[src/rtl/mrc_pkg.sv]
// Package for the Modbus RTU response checker.
// Holds the item codes, protocol constants and the item and result structs.
// No dependencies.
package mrc_pkg;

  // Input item codes
  typedef enum logic [1:0] {
    FUNC_BEGIN   = 2'd0,
    FUNC_BYTE    = 2'd1,
    FUNC_TIMEOUT = 2'd2,
    FUNC_NONE    = 2'd3
  } func_e;

  // Result item kinds
  typedef enum logic [1:0] {
    KIND_REG    = 2'd0,
    KIND_RESEND = 2'd1,
    KIND_STATUS = 2'd2
  } kind_e;

  // Final status codes
  typedef enum logic [2:0] {
    ST_OK        = 3'd0,
    ST_INVALID   = 3'd1,
    ST_TIMEOUT   = 3'd2,
    ST_CRC_ERR   = 3'd3,
    ST_MISMATCH  = 3'd4,
    ST_EXCEPTION = 3'd5
  } status_e;

  // Protocol constants
  localparam logic [15:0] CRC_INIT        = 16'hFFFF;
  localparam logic [15:0] CRC_POLY        = 16'hA001;
  localparam logic [7:0]  EXC_BIT         = 8'h80;
  localparam logic [15:0] MAX_READ_REGS   = 16'd125;
  localparam logic [7:0]  MAX_SLAVE       = 8'd247;
  localparam logic [7:0]  FC_READ         = 8'h03;
  localparam logic [7:0]  FC_WRITE_ONE    = 8'h06;
  localparam logic [7:0]  FC_WRITE_MULTI  = 8'h10;
  localparam logic [7:0]  MULTI_COUNT_LO  = 8'h02;
  localparam logic [8:0]  READ_LEN_BASE   = 9'd5;
  localparam logic [8:0]  EXC_FRAME_LEN   = 9'd5;
  localparam logic [8:0]  WRITE_FRAME_LEN = 9'd8;
  localparam logic [7:0]  DEF_RETRY_LIMIT = 8'd3;

  // Error flag bit positions
  localparam int unsigned FL_SLAVE = 0;
  localparam int unsigned FL_EXC   = 1;
  localparam int unsigned FL_FUNC  = 2;
  localparam int unsigned FL_FIELD = 3;

  typedef struct packed {
    func_e       func;
    logic [7:0]  node_id;
    logic [7:0]  function_code;
    logic [15:0] address;
    logic [15:0] count_or_value;
    logic [7:0]  rx_byte;
  } item_t;

  typedef struct packed {
    kind_e       kind;
    logic [6:0]  reg_index;
    logic [15:0] reg_value;
    status_e     status;
    logic        last;
  } result_t;

endpackage

[src/rtl/mrc_crc_step.sv]
// CRC-16/MODBUS update over one byte, bit-parallel.
// Uses mrc_pkg for the reflected polynomial.
module mrc_crc_step import mrc_pkg::*; (
  input  logic [15:0] crc_i,
  input  logic [7:0]  data_i,
  output logic [15:0] crc_o
);

  // Fold in the byte, then shift out eight bits LSB first
  always_comb begin
    logic [15:0] c;
    c = crc_i ^ {8'h00, data_i};
    for (int k = 0; k < 8; k++) begin
      if (c[0]) begin
        c = (c >> 1) ^ CRC_POLY;
      end else begin
        c = c >> 1;
      end
    end
    crc_o = c;
  end

endmodule

[src/rtl/mrc_core.sv]
// Transaction state and per-item decision logic of the response checker.
// Uses mrc_pkg and mrc_crc_step.
module mrc_core import mrc_pkg::*; (
  input  logic       clk_i,
  input  logic       rst_ni,
  input  logic       fire_i,
  input  item_t      item_i,
  input  logic [7:0] retry_limit_i,
  output logic       res_valid_o,
  output result_t    res_o
);

  logic        busy_q, busy_d;
  logic [7:0]  attempt_q, attempt_d;
  logic [8:0]  pos_q, pos_d;
  logic [8:0]  len_q, len_d;
  logic [15:0] crc_q, crc_d;
  logic [7:0]  want_slave_q, want_slave_d;
  logic [7:0]  want_func_q, want_func_d;
  logic [15:0] want_addr_q, want_addr_d;
  logic [15:0] want_word_q, want_word_d;
  logic [3:0]  flags_q, flags_d;
  logic [7:0]  held_q, held_d;

  logic [15:0] crc_next;
  logic [9:0]  pos_plus2;
  logic [9:0]  len_ext;
  logic [8:0]  pos_m4;
  logic [15:0] got_crc;
  logic [7:0]  lim;
  logic        bad_arg;
  logic        chk;
  logic [7:0]  exp_byte;

  mrc_crc_step u_crc (
    .crc_i  (crc_q),
    .data_i (item_i.rx_byte),
    .crc_o  (crc_next)
  );

  assign pos_plus2 = {1'b0, pos_q} + 10'd2;
  assign len_ext   = {1'b0, len_q};
  assign pos_m4    = pos_q - 9'd4;
  assign got_crc   = {item_i.rx_byte, held_q};
  assign lim       = (retry_limit_i == 8'd0) ? DEF_RETRY_LIMIT : retry_limit_i;

  // Check the begin arguments
  always_comb begin
    bad_arg = (item_i.node_id == 8'd0) || (item_i.node_id > MAX_SLAVE);
    if (item_i.function_code != FC_READ && item_i.function_code != FC_WRITE_ONE &&
        item_i.function_code != FC_WRITE_MULTI) begin
      bad_arg = 1'b1;
    end
    if (item_i.function_code == FC_READ &&
        (item_i.count_or_value == 16'd0 || item_i.count_or_value > MAX_READ_REGS)) begin
      bad_arg = 1'b1;
    end
  end

  // Expected byte at the current position, for the echo and byte count checks
  always_comb begin
    chk      = 1'b0;
    exp_byte = 8'h00;
    if (want_func_q == FC_READ) begin
      if (pos_q == 9'd2) begin
        chk      = 1'b1;
        exp_byte = {want_word_q[6:0], 1'b0};
      end
    end else begin
      case (pos_q)
        9'd2: begin
          chk      = 1'b1;
          exp_byte = want_addr_q[15:8];
        end
        9'd3: begin
          chk      = 1'b1;
          exp_byte = want_addr_q[7:0];
        end
        9'd4: begin
          chk      = 1'b1;
          exp_byte = (want_func_q == FC_WRITE_ONE) ? want_word_q[15:8] : 8'h00;
        end
        9'd5: begin
          chk      = 1'b1;
          exp_byte = (want_func_q == FC_WRITE_ONE) ? want_word_q[7:0] : MULTI_COUNT_LO;
        end
        default: begin
          chk = 1'b0;
        end
      endcase
    end
  end

  // Decide next state and the result of the item
  always_comb begin
    busy_d      = busy_q;
    attempt_d   = attempt_q;
    pos_d       = pos_q;
    len_d       = len_q;
    crc_d       = crc_q;
    want_slave_d = want_slave_q;
    want_func_d = want_func_q;
    want_addr_d = want_addr_q;
    want_word_d = want_word_q;
    flags_d     = flags_q;
    held_d      = held_q;
    res_valid_o = 1'b0;
    res_o       = '{kind: KIND_REG, reg_index: 7'd0, reg_value: 16'd0,
                    status: ST_OK, last: 1'b0};

    case (item_i.func)
      FUNC_BEGIN: begin
        if (bad_arg) begin
          busy_d      = 1'b0;
          res_valid_o = 1'b1;
          res_o.kind   = KIND_STATUS;
          res_o.status = ST_INVALID;
          res_o.last   = 1'b1;
        end else begin
          want_slave_d = item_i.node_id;
          want_func_d  = item_i.function_code;
          want_addr_d  = item_i.address;
          want_word_d  = item_i.count_or_value;
          attempt_d    = 8'd1;
          busy_d       = 1'b1;
          pos_d        = 9'd0;
          crc_d        = CRC_INIT;
          flags_d      = 4'd0;
          held_d       = 8'd0;
          len_d = (item_i.function_code == FC_READ) ?
                  READ_LEN_BASE + {item_i.count_or_value[7:0], 1'b0} : WRITE_FRAME_LEN;
        end
      end

      FUNC_TIMEOUT: begin
        if (busy_q) begin
          res_valid_o = 1'b1;
          if (attempt_q < lim) begin
            attempt_d    = attempt_q + 8'd1;
            pos_d        = 9'd0;
            crc_d        = CRC_INIT;
            flags_d      = 4'd0;
            held_d       = 8'd0;
            len_d = (want_func_q == FC_READ) ?
                    READ_LEN_BASE + {want_word_q[7:0], 1'b0} : WRITE_FRAME_LEN;
            res_o.kind   = KIND_RESEND;
            res_o.status = ST_TIMEOUT;
          end else begin
            busy_d       = 1'b0;
            res_o.kind   = KIND_STATUS;
            res_o.status = ST_TIMEOUT;
            res_o.last   = 1'b1;
          end
        end
      end

      FUNC_BYTE: begin
        if (busy_q) begin
          pos_d = pos_q + 9'd1;
          if (pos_plus2 < len_ext) begin
            // Header and data bytes: run the CRC and check fields
            crc_d = crc_next;
            if (pos_q == 9'd0) begin
              if (item_i.rx_byte != want_slave_q) flags_d[FL_SLAVE] = 1'b1;
            end else if (pos_q == 9'd1) begin
              if (item_i.rx_byte == (want_func_q | EXC_BIT)) begin
                flags_d[FL_EXC] = 1'b1;
                len_d           = EXC_FRAME_LEN;
              end else if (item_i.rx_byte != want_func_q) begin
                flags_d[FL_FUNC] = 1'b1;
              end
            end else if (!flags_q[FL_EXC]) begin
              if (chk && item_i.rx_byte != exp_byte) flags_d[FL_FIELD] = 1'b1;
              if (want_func_q == FC_READ && pos_q >= 9'd3) begin
                if (pos_q[0]) begin
                  held_d = item_i.rx_byte;
                end else begin
                  res_valid_o     = 1'b1;
                  res_o.kind      = KIND_REG;
                  res_o.reg_index = pos_m4[7:1];
                  res_o.reg_value = {held_q, item_i.rx_byte};
                end
              end
            end
          end else if (pos_plus2 == len_ext) begin
            // Low CRC byte
            held_d = item_i.rx_byte;
          end else begin
            // High CRC byte: rank and report
            busy_d      = 1'b0;
            res_valid_o = 1'b1;
            res_o.kind  = KIND_STATUS;
            res_o.last  = 1'b1;
            if (got_crc != crc_q) begin
              res_o.status = ST_CRC_ERR;
            end else if (flags_q[FL_SLAVE]) begin
              res_o.status = ST_MISMATCH;
            end else if (flags_q[FL_EXC]) begin
              res_o.status = ST_EXCEPTION;
            end else if (flags_q[FL_FUNC] || flags_q[FL_FIELD]) begin
              res_o.status = ST_MISMATCH;
            end else begin
              res_o.status = ST_OK;
            end
          end
        end
      end

      default: begin
        busy_d = busy_q;
      end
    endcase
  end

  // Advance the state on each processed item
  always_ff @(posedge clk_i or negedge rst_ni) begin
    if (!rst_ni) begin
      busy_q       <= 1'b0;
      attempt_q    <= 8'd0;
      pos_q        <= 9'd0;
      len_q        <= 9'd0;
      crc_q        <= CRC_INIT;
      want_slave_q <= 8'd0;
      want_func_q  <= 8'd0;
      want_addr_q  <= 16'd0;
      want_word_q  <= 16'd0;
      flags_q      <= 4'd0;
      held_q       <= 8'd0;
    end else if (fire_i) begin
      busy_q       <= busy_d;
      attempt_q    <= attempt_d;
      pos_q        <= pos_d;
      len_q        <= len_d;
      crc_q        <= crc_d;
      want_slave_q <= want_slave_d;
      want_func_q  <= want_func_d;
      want_addr_q  <= want_addr_d;
      want_word_q  <= want_word_d;
      flags_q      <= flags_d;
      held_q       <= held_d;
    end
  end

endmodule

[config.mk]
export PLATFORM = sky130hd
export DESIGN_NAME = mrc_core
export DESIGN_NICKNAME = d
export VERILOG_FILES = /design/src/rtl/mrc_pkg.sv /design/src/rtl/mrc_crc_step.sv /design/src/rtl/mrc_core.sv
export SDC_FILE = /design/constraint.sdc
export NUM_CORES = 1
export LEC_CHECK = 0
export BUFFER_PORTS_ARGS = -buffer_cell sky130_fd_sc_hd__buf_2
export CAP_MARGIN = 20
export CELL_PAD_IN_SITES_DETAIL_PLACEMENT = 1
export CELL_PAD_IN_SITES_GLOBAL_PLACEMENT = 2
export CORE_MARGIN = 10
export CORE_UTILIZATION = 39
export CTS_CLUSTER_DIAMETER = 200
export DETAILED_ROUTE_END_ITERATION = 10
export PLACE_DENSITY_LB_ADDON = 0.08
export SYNTH_ARGS = -nofsm -noshare
export SYNTH_HDL_FRONTEND = slang
export SYNTH_SLANG_ARGS = --single-unit
[constraint.sdc]
create_clock -name clk_i -period 7 [get_ports clk_i]
set_clock_uncertainty 0.15 [all_clocks]
set_input_delay 2.1 -clock clk_i [delete_from_list [all_inputs] [get_ports clk_i]]
set_output_delay 2.1 -clock clk_i [all_outputs]
set_load 0.02 [all_outputs]
==> results.txt <==
Status: complete, no violations
Number of global-route vias before repair: 6344
Cell Chain, Critical Path: buf_2 -> or4_1 -> o211ai_1 -> nor3_1 -> o21ai_1 -> nand2_1 -> and2_1 -> a21oi_1 -> buf_2
WHS: 365 ps
Sequential share of the synthesized area: 37.6%
DR vias/cell: 5.62
Post-cts repair resize count: 0
Synth Area per Inst: 9.32 sq um
Hold bufs inserted after CTS: 0
Final Power: 1.68 mW
Clk_lat worst skew: 360 ps
Syn_nets: 843
Critical path class: in2out
Final ANT Viol Nets: 0
Core area: 17400 sq um
Peak supply drop: 0.136 mV
Vias post-DR: 5879
RSZ-0062 raised after global routing: false
Max clock buf depth: 2
Pwr Density: 213 nW/um^2
WL final: 22.5 mm
GRT Util Overall: 19.0%
CTS tree: done
Element type at the critical path end: primary output
Commonest non-fill, non-tap cell in the layout: buf_2
Highest-delay cell along the critical path: or4_1
Die area: 23400 sq um
CP max stage delay: 540 ps
Placed Area: 7560 sq um
I/O Pins: 99
Post-synth EDFFs: 0
Drt first-iter violations: 351
P_leak: 3.70 nW
Grt ovf: 0
Setup Buffers After CTS: 0
Hold crit path type: reg2reg
Ys async rst share: 100%
Clk sinks: 103
Worst setup SP type: input pin
First-pass GRT wire length: 36.2 mm
Buffers on Ports: 98
Pre-CTS worst setup slack: 532 ps
CP most frequent cell: buf_2
CTS Buf Count: 9
RePlAce Congestion: 0.894
Layout area overhead: 14.2%
Cell Rows: 48
Max-cap viol count: 0
Fin. Hold Viols: 0
Crit-path max FO: 7
Synth unique cells: 65
Final period util: 92.2%
Least-Margin Pin Slew: 879 ps
Final setup margin: 544 ps
Final Instance Area: 7880 sq um
Setup violations, final: 0
HPWL after DPL: 17.3 mm
Die width: 153 um
Pre-Repair DR Iteration Count: 4
Post-layout min period: 6460 ps
Wire per inst: 21.5 um
Initial core utilization: 39.8%
Post-synth top flop: dfrtp_1
H-Tree Level Count: 3
Relative slew slack: 41.3%
Post-Syn Area: 6910 sq um
WP data arrival: 4210 ps
Nets: 918
Largest net degree at the start of global routing: 60
Number of antenna violations at the first check in global routing: 2
Share of layout cells above drive strength 1: 24.1%
Synth Register Bits: 103
Clk root buf: clkbuf_16
Yosys warning total: 0
Fmax: 155 MHz
Post-Syn Instances: 741
CTS clock-pin slew for the worst setup and hold paths: 80 ps
Die Y: 153 um
Setup tns final: 0 ps
DRC: 0
Max-slew violations: 0
Commonest cells after routing, fill and taps aside: buf_2 (97), dfrtp_1 (87), nor2_1 (49)
Worst EP required: 4750 ps
sequential cells by signal, summed over array words and instances, names as in the netlist:
register	count
pos_q	9
len_q	9
want_func_q	8
want_addr_q	16
want_word_q	16
held_q	8
busy_q	1
crc_q	16
flags_q	4
want_slave_q	8
attempt_q	8
power breakdown:
| group | internal [mW] | switching, mW | total [mW] | leakage, nW |
|---|---|---|---|---|
| logic | 0.173 | 0.236 | 0.408 | 2.23 |
| registers | 0.668 | 0.0610 | 0.729 | 1.32 |
| clock network | 0.287 | 0.254 | 0.541 | 0.156 |
cell families after synthesis:
family	after synthesis	share of synthesized area (%)
simple gates	237	18.7
flops	103	37.6
fa+ha+maj	33	5.98
buf+inv	84	4.82
compound gates	153	14.5
mux	53	8.52
xor+xnor	78	9.89
routing by layer:
layer,wire (um),global-route usage (%),vias to the layer above
li1,-,-,2790
met1,10600,25.3,2932
met2,10600,30.6,131
met3,868,3.28,26
met4,469,5.63,0
met5,0,0,-
final timing paths:
path,startpoint,end,slack [ps],cells after the start
max,item_i[11],res_o[28],540,9
min,want_addr_q[7],want_addr_q[7],370,1
max reg2reg,pos_q[2],len_q[6],2920,12
min reg2reg,want_addr_q[7],want_addr_q[7],370,1
max in group asynchronous,rst_ni,want_addr_q[6],3900,2
min in group asynchronous,rst_ni,pos_q[4],1590,1
critical path: cells and delay by family:
kind / cells / cell delay [ps]
compound gates: 3 / 800
buf+inv: 2 / 330
simple gates: 4 / 970
stage by stage:
step	util, %	instances
final	45.4	1047
after floorplan	-	741
after detailed placement	43.6	1030
after global routing	45.4	1047
after global placement	43.6	1030
after CTS	45.4	1046
cell type report:
cell class	count	area (sq um)
Fill cell	2026	9470
Inverter	44	165
Sequential cell	103	2600
Tap cell	225	282
Timing Repair Buffer	104	538
Clock buffer	9	225
Antenna cell	1	2.50
Clock inverter	7	91.3
Multi-Input combinational cell	554	3980
cell usage after synthesis, types with 4 or more instances:
cell type,n,area (sq um)
dfrtp_1,87,2180
nor2_1,50,188
nand2_1,47,176
mux2_2,46,518
inv_1,44,165
xor2_1,42,368
o21ai_0,38,190
xnor2_1,36,315
ha_1,33,413
clkbuf_1,27,101
a21oi_1,24,120
nand3_1,23,115
nor3_1,21,105
nor4_1,19,119
a31oi_1,17,106
and2_1,17,106
dfstp_2,16,420
a22o_1,11,96.3
o22ai_1,11,68.8
a22oi_1,10,75.1
buf_2,8,40.0
a211oi_1,7,52.6
mux2i_1,7,70.1
nand4_1,7,43.8
or3_1,7,43.8
nor2b_1,5,31.3
nor4_2,5,62.6
o31ai_1,5,37.5
and3_1,4,25.0
nand2b_1,4,25.0
o21ai_1,4,20.0
Note: power is estimated with default switching activity, not from simulation.
